**src/rtl/pce_pkg.sv**
```systemverilog
package pce_pkg;

    // Effect mode codes
    localparam logic [2:0] MODE_PASS   = 3'd0;
    localparam logic [2:0] MODE_SEPIA  = 3'd1;
    localparam logic [2:0] MODE_GRAY   = 3'd2;
    localparam logic [2:0] MODE_BRIGHT = 3'd3;
    localparam logic [2:0] MODE_SWAP   = 3'd4;

    // Register indexes (byte address = 4 * index)
    localparam logic REG_EFFECT_MODE = 1'b0;
    localparam logic REG_BRIGHTNESS  = 1'b1;

    localparam int AddrWidth = 3;

    // Sepia weights, thousandths
    localparam logic [9:0] SEPIA_RR = 10'd393;
    localparam logic [9:0] SEPIA_RG = 10'd769;
    localparam logic [9:0] SEPIA_RB = 10'd189;
    localparam logic [9:0] SEPIA_GR = 10'd349;
    localparam logic [9:0] SEPIA_GG = 10'd686;
    localparam logic [9:0] SEPIA_GB = 10'd168;
    localparam logic [9:0] SEPIA_BR = 10'd272;
    localparam logic [9:0] SEPIA_BG = 10'd534;
    localparam logic [9:0] SEPIA_BB = 10'd131;

    // Luma weights, thousandths (sum to 1000)
    localparam logic [9:0] LUMA_R = 10'd299;
    localparam logic [9:0] LUMA_G = 10'd587;
    localparam logic [9:0] LUMA_B = 10'd114;

    // Weighted sums are below 2^19; sums from 256000 up saturate to 255
    localparam logic [18:0] SAT_LIMIT = 19'd256000;

    // x / 1000 as (x * ceil(2^28 / 1000)) >> 28, exact for x < 256000
    localparam int          RecipShift = 28;
    localparam logic [18:0] RECIP_1000 = 19'd268436;

    typedef struct packed {
        logic [7:0] red_in;
        logic [7:0] green_in;
        logic [7:0] blue_in;
    } t_pix_in;

    typedef struct packed {
        logic [7:0] red_out;
        logic [7:0] green_out;
        logic [7:0] blue_out;
    } t_pix_out;

    typedef struct packed {
        logic [2:0] effect_mode;
        logic [7:0] brightness_offset;
    } t_cfg;

endpackage

```
**src/rtl/pce_apb_regs.sv**
```systemverilog
module pce_apb_regs (
    input  logic                          i_clk,
    input  logic                          i_rst_n,
    input  logic                          psel,
    input  logic                          penable,
    input  logic                          pwrite,
    input  logic [pce_pkg::AddrWidth-1:0] paddr,
    input  logic [31:0]                   pwdata,
    output logic [31:0]                   prdata,
    output logic                          pready,
    output pce_pkg::t_cfg                 o_cfg
);

    logic [2:0] r_mode;
    logic [7:0] r_offset;
    logic       wr_en;

    assign pready = 1'b1;
    assign wr_en  = psel && penable && pwrite;

    // Register writes
    always_ff @(posedge i_clk) begin
        if (!i_rst_n) begin
            r_mode   <= pce_pkg::MODE_PASS;
            r_offset <= 8'd0;
        end else if (wr_en) begin
            unique case (paddr[2])
                pce_pkg::REG_EFFECT_MODE: r_mode   <= pwdata[2:0];
                pce_pkg::REG_BRIGHTNESS:  r_offset <= pwdata[7:0];
                default: ;
            endcase
        end
    end

    // Read mux
    always_comb begin
        unique case (paddr[2])
            pce_pkg::REG_EFFECT_MODE: prdata = {29'd0, r_mode};
            pce_pkg::REG_BRIGHTNESS:  prdata = {24'd0, r_offset};
            default:                  prdata = 32'd0;
        endcase
    end

    assign o_cfg.effect_mode       = r_mode;
    assign o_cfg.brightness_offset = r_offset;

endmodule

```
**src/rtl/pce_effect_alu.sv**
```systemverilog
module pce_effect_alu (
    input  pce_pkg::t_cfg     i_cfg,
    input  pce_pkg::t_pix_in  i_pix,
    output pce_pkg::t_pix_out o_pix
);

    // Three-term weighted sum, fits 19 bits
    function automatic logic [18:0] wsum(input logic [9:0] wr, input logic [9:0] wg,
                                         input logic [9:0] wb, input logic [7:0] r,
                                         input logic [7:0] g, input logic [7:0] b);
        wsum = 19'(wr) * 19'(r) + 19'(wg) * 19'(g) + 19'(wb) * 19'(b);
    endfunction

    // Truncating divide by 1000 with saturation at 255
    function automatic logic [7:0] div_sat(input logic [18:0] s);
        logic [37:0] prod;
        prod = 38'(s) * 38'(pce_pkg::RECIP_1000);
        if (s >= pce_pkg::SAT_LIMIT) begin
            div_sat = 8'hFF;
        end else begin
            div_sat = prod[pce_pkg::RecipShift +: 8];
        end
    endfunction

    // Add offset, clamp at 255
    function automatic logic [7:0] add_sat(input logic [7:0] a, input logic [7:0] b);
        logic [8:0] s;
        s = {1'b0, a} + {1'b0, b};
        add_sat = s[8] ? 8'hFF : s[7:0];
    endfunction

    logic [7:0] r, g, b;
    logic [7:0] luma;

    assign r = i_pix.red_in;
    assign g = i_pix.green_in;
    assign b = i_pix.blue_in;

    // Luma never exceeds 255000, so no clamp is hit
    assign luma = div_sat(wsum(pce_pkg::LUMA_R, pce_pkg::LUMA_G, pce_pkg::LUMA_B, r, g, b));

    // Effect select; unused codes pass through
    always_comb begin
        o_pix.red_out   = r;
        o_pix.green_out = g;
        o_pix.blue_out  = b;
        unique case (i_cfg.effect_mode)
            pce_pkg::MODE_SEPIA: begin
                o_pix.red_out   = div_sat(wsum(pce_pkg::SEPIA_RR, pce_pkg::SEPIA_RG,
                                               pce_pkg::SEPIA_RB, r, g, b));
                o_pix.green_out = div_sat(wsum(pce_pkg::SEPIA_GR, pce_pkg::SEPIA_GG,
                                               pce_pkg::SEPIA_GB, r, g, b));
                o_pix.blue_out  = div_sat(wsum(pce_pkg::SEPIA_BR, pce_pkg::SEPIA_BG,
                                               pce_pkg::SEPIA_BB, r, g, b));
            end
            pce_pkg::MODE_GRAY: begin
                o_pix.red_out   = luma;
                o_pix.green_out = luma;
                o_pix.blue_out  = luma;
            end
            pce_pkg::MODE_BRIGHT: begin
                o_pix.red_out   = add_sat(r, i_cfg.brightness_offset);
                o_pix.green_out = add_sat(g, i_cfg.brightness_offset);
                o_pix.blue_out  = add_sat(b, i_cfg.brightness_offset);
            end
            pce_pkg::MODE_SWAP: begin
                o_pix.red_out  = b;
                o_pix.blue_out = r;
            end
            default: ;
        endcase
    end

endmodule

```
**src/rtl/pixel_color_effect_core.sv**
```systemverilog
// Per-pixel color effect (pass-through, sepia, grayscale, brighten, red/blue
// swap) on an 8-bit RGB stream. One pixel per clock is sustained while
// i_out_stall is low; an accepted pixel passes through the input register,
// then the result register, with the effect logic between them.
// i_out_stall reaches o_in_stall in the same cycle, but the input register
// keeps taking a beat while a finished result waits, so one extra pixel is
// absorbed per stall. Effect mode and brightness offset are set over the APB
// port (mode at byte 0, offset at byte 4) and must only change while the pipe
// is empty.
module pixel_color_effect_core (
    input  logic                          i_clk,
    input  logic                          i_rst_n,
    input  logic                          i_in_valid,
    output logic                          o_in_stall,
    input  pce_pkg::t_pix_in              i_in_pix,
    output logic                          o_out_valid,
    input  logic                          i_out_stall,
    output pce_pkg::t_pix_out             o_out_pix,
    input  logic                          psel,
    input  logic                          penable,
    input  logic                          pwrite,
    input  logic [pce_pkg::AddrWidth-1:0] paddr,
    input  logic [31:0]                   pwdata,
    output logic [31:0]                   prdata,
    output logic                          pready
);

    pce_pkg::t_cfg     cfg;
    pce_pkg::t_pix_out alu_pix;

    logic              r_s1_vld;
    pce_pkg::t_pix_in  r_s1_pix;
    logic              r_out_vld;
    pce_pkg::t_pix_out r_out_pix;
    logic              in_acc;
    logic              s1_adv;

    pce_apb_regs u_regs (
        .i_clk   (i_clk),
        .i_rst_n (i_rst_n),
        .psel    (psel),
        .penable (penable),
        .pwrite  (pwrite),
        .paddr   (paddr),
        .pwdata  (pwdata),
        .prdata  (prdata),
        .pready  (pready),
        .o_cfg   (cfg)
    );

    pce_effect_alu u_alu (
        .i_cfg (cfg),
        .i_pix (r_s1_pix),
        .o_pix (alu_pix)
    );

    // Handshake: stage 1 moves on when the result register is free or draining
    assign s1_adv     = !r_out_vld || !i_out_stall;
    assign o_in_stall = r_s1_vld && !s1_adv;
    assign in_acc     = i_in_valid && !o_in_stall;

    // Input register
    always_ff @(posedge i_clk) begin
        if (!i_rst_n) begin
            r_s1_vld <= 1'b0;
        end else if (in_acc) begin
            r_s1_vld <= 1'b1;
        end else if (s1_adv) begin
            r_s1_vld <= 1'b0;
        end
    end

    always_ff @(posedge i_clk) begin
        if (in_acc) begin
            r_s1_pix <= i_in_pix;
        end
    end

    // Result register
    always_ff @(posedge i_clk) begin
        if (!i_rst_n) begin
            r_out_vld <= 1'b0;
        end else if (s1_adv) begin
            r_out_vld <= r_s1_vld;
        end
    end

    always_ff @(posedge i_clk) begin
        if (s1_adv && r_s1_vld) begin
            r_out_pix <= alu_pix;
        end
    end

    assign o_out_valid = r_out_vld;
    assign o_out_pix   = r_out_pix;

`ifndef NO_ASSERTIONS
    // A held stage 1 keeps its pixel
    a_s1_hold: assert property (@(posedge i_clk) disable iff (!i_rst_n)
        r_s1_vld && !s1_adv |=> r_s1_vld && $stable(r_s1_pix))
        else $error("stage 1 lost its pixel while held");

    // A pixel leaving stage 1 lands in the result register
    a_s1_to_out: assert property (@(posedge i_clk) disable iff (!i_rst_n)
        r_s1_vld && s1_adv |=> o_out_valid)
        else $error("pixel dropped between stages");

    // Input stalls only when both stages are full
    a_stall_full: assert property (@(posedge i_clk) disable iff (!i_rst_n)
        o_in_stall |-> r_s1_vld && o_out_valid && i_out_stall)
        else $error("input stalled with room in the pipe");

    // An accepted beat occupies stage 1 next cycle
    a_acc_fill: assert property (@(posedge i_clk) disable iff (!i_rst_n)
        in_acc |=> r_s1_vld)
        else $error("accepted beat not held in stage 1");
`endif

endmodule
```
**config.mk**
```make
export PLATFORM = sky130hd
export DESIGN_NAME = pixel_color_effect_core
export DESIGN_NICKNAME = d
export VERILOG_FILES = /design/src/rtl/pce_pkg.sv /design/src/rtl/pce_apb_regs.sv /design/src/rtl/pce_effect_alu.sv /design/src/rtl/pixel_color_effect_core.sv
export SDC_FILE = /design/constraint.sdc
export NUM_CORES = 2
export LEC_CHECK = 0
export ABC_AREA = 0
export ABC_CLOCK_PERIOD_IN_PS = 28300
export CELL_PAD_IN_SITES_DETAIL_PLACEMENT = 1
export CELL_PAD_IN_SITES_GLOBAL_PLACEMENT = 1
export CORE_ASPECT_RATIO = 0.8
export CORE_MARGIN = 3
export CORE_UTILIZATION = 58
export CTS_BUF_LIST = sky130_fd_sc_hd__clkbuf_4 sky130_fd_sc_hd__clkbuf_8 sky130_fd_sc_hd__clkbuf_16
export DETAILED_ROUTE_END_ITERATION = 8
export DONT_BUFFER_PORTS = 1
export PLACE_DENSITY_LB_ADDON = 0.1
export SYNTH_ARGS = -nofsm -noshare
export SYNTH_HDL_FRONTEND = slang
export SYNTH_SLANG_ARGS = --single-unit
```
**constraint.sdc**
```tcl
create_clock -name i_clk -period 28.3 [get_ports i_clk]
set_input_delay 5.66 -clock i_clk [delete_from_list [all_inputs] [get_ports i_clk]]
set_output_delay 5.66 -clock i_clk [all_outputs]
set_load 0.02 [all_outputs]
```
==> flow_summary_export.csv <==
group,metric,value,unit
grt,gr-usage-all-layers,34.0,%
critical_path,path_max_fanout,14,
grt,grt_pass1_vias,30400,
timing,max_freq,72.3,MHz
route,route.detailed.wl_per_inst,23.0,um
route,first_iter_violations,1508,
clock_tree,worstSkewPairLatency,0.37,ns
timing,setup_viol,0,
route,firstDrtPassIters,5,
synthesis,synth_edf_count,48,
die,die_width,278,um
clock_tree,h-tree-depth,3,
placement,dp_hpwl,88300,um
die,initial_core_util,58.7,%
critical_path,critPathLaunchType,"flop",
clock_tree,post_cts.repair.setup_buffers,0,
die,die-area,62000,um2
route,via_per_inst,5.85,
final_layout,syn2layout_area_growth,4.45,%
flow_run,drv_cap,0,
clock_tree,path_clk_slew,0.07,ns
synthesis,syn_area,34300,um2
placement,placement.io_buffers,0,
timing,clock_skew,0.0158,ns
hold_path,min_path_type,"reg -> reg",
route,wl,103000,um
synthesis,synth_ff_type,"edfxtp_1",
critical_path,critPathRequiredTime,28.31,ns
timing,hold_viol,0,
die,die_h,223,um
synthesis,ys_types,80,
synthesis,synth.most_common_cell,"ha_1",
timing,min_period,13.84,ns
grt,grt_max_degree,45,
route,post-route-drc-count,0,
grt,grt_pass1_wl,164000,um
grt,antenna_found_initial,1,
timing,setup_tns,0,ns
critical_path,critPathKind,"reg -> reg",
synthesis,synth-seq-cells,61,
route,ant_nets,0,
synthesis,yosysTopAreaCell,"ha_1",
die,ioPinCount,125,
timing,maxSlewHeadroom,25.8,%
clock_tree,clockBufferDepth,2,
status,outcome,"complete, no violations",
synthesis,ys_top_cells_by_area,"ha_1 (38%), fa_1 (26%), inv_1 (11%)",
synthesis,async_flop_share,0,%
final_layout,drive_above_1_share,2.89,%
synthesis,avgSynthCellArea,9.39,um2
die,rows,79,
final_layout,fillers,6731,
clock_tree,clock-sinks,61,
synthesis,synthCells,3650,
synthesis,yosysWarnings,0,
timing,fin_crit_sh,48.9,%
final_layout,utilization,61.4,%
route,via_count,26200,
critical_path,crit_arrival,13.85,ns
grt,overflow,0,
timing,drv_slew,0,
clock_tree,cts_root_buffer,"clkbuf_16",
final_layout,antenna_cells,0,
clock_tree,cts-hold-fix-buffers,0,
clock_tree,cts_resized,0,
critical_path,crit_buf_inv,9,
final_layout,nets,5259,
placement,gp_congestion,0.938,
die,core_area,58300,um2
synthesis,synth_seq_area_share,4.97,%
synthesis,netlist.area_leader.share,38.5,%
synthesis,ys_top_cells_by_count,"ha_1 (1,053), inv_1 (989), fa_1 (440)",
timing,rsz0062_at_grt,"no",
critical_path,slowest_delay,1.02,ns
clock_tree,cts_tree,"yes",
critical_path,crit_path_end_kind,"flop",
critical_path,critPathSlowestCell,"edfxtp_1",
critical_path,critPathTopFamily,"adder cells",
timing,tightest_slew,1.11,ns
clock_tree,cts_made_buffers,9,
## state kept, by name, summed over array words and instances, names as in the netlist
name	count
o_out_pix	24
o_out_valid	1
r_s1_pix	24
r_s1_vld	1
u_regs.r_mode	3
u_regs.r_offset	8
## layout make-up
cell class	count	area [um2]	area share, %
inverter	989	3710	10.4
clock inverter	6	45.0	0.126
multi-input combinational	2578	28700	80.1
tap	769	962	2.69
sequential	61	1700	4.76
clock buffer	10	239	0.668
timing repair buffer	61	458	1.28
## worst reg2reg max path, delay by kind of cell (launching register included)
family,cells,cell delay [ns]
adder cells (fa/ha/maj),14,6.11
AO/OA/AOI/OAI,12,3.33
flip-flops,1,1.02
buffers and inverters,9,0.91
AND/OR/NAND/NOR,4,0.90
XOR/XNOR,2,0.82
multiplexers,1,0.38
## kinds of logic (layout without fill, tap and decap cells)
group	count (synthesis)	in the layout	synth area share [%]
compound gates	499	499	9.50
mux	10	10	0.310
fa+ha+maj	1493	1493	64.2
buf+inv	1034	1066	11.7
xor+xnor	127	127	3.25
flops	61	61	4.97
simple gates	424	424	6.13
other cells	2	25	0.0219
## stage by stage
step	cells	hold slack, ns	instance area [um2]	worst slack (ns)
CTS	4474	0.531	35800	14.64
global placement	4458	0.490	35500	15.00
global route	4474	0.594	35800	14.05
floorplan	3673	0.466	34300	16.34
detailed placement	4458	0.533	35500	14.70
finish	4474	0.528	35800	14.46
## path summary, 6_finish.rpt
kind	end	startpoint	slack, ns	cells past startpoint
setup / recovery	o_out_pix[20]$_DFFE_PP_	r_s1_pix[6]$_DFFE_PP_	14.46	42
hold / removal	o_out_valid$_SDFFE_PN0N_	r_s1_vld$_SDFFE_PN0P_	0.53	2
setup reg to reg	o_out_pix[20]$_DFFE_PP_	r_s1_pix[6]$_DFFE_PP_	14.46	42
hold reg to reg	o_out_valid$_SDFFE_PN0N_	r_s1_vld$_SDFFE_PN0P_	0.53	2
## layout by cell type (no fill, tap or decap), types with 16 or more instances in the layout
master	n
inv_1	989
o21bai_1	21
nand4_1	28
ha_1	1053
nor2b_1	23
nor3_1	47
a21oi_1	137
xor2_1	36
fa_1	440
buf_4	61
a21o_1	53
nand3_1	35
o211ai_1	22
nor2_1	94
edfxtp_1	48
a21boi_0	16
o21a_1	26
o21ai_0	113
nand2_1	112
conb_1	25
xnor2_1	91
nand2b_1	16
## routing by layer
metal	wire, um	vias up	global-route usage [%]
met5	0	-	0
met4	3530	0	9.92
met3	6130	208	4.03
met2	49000	716	58.5
met1	44500	13300	45.0
li1	-	12000	-
Power is left out: the tool's default activity adds up to more than one toggle a clock period on the data nets, which glitch-free logic cannot reach.
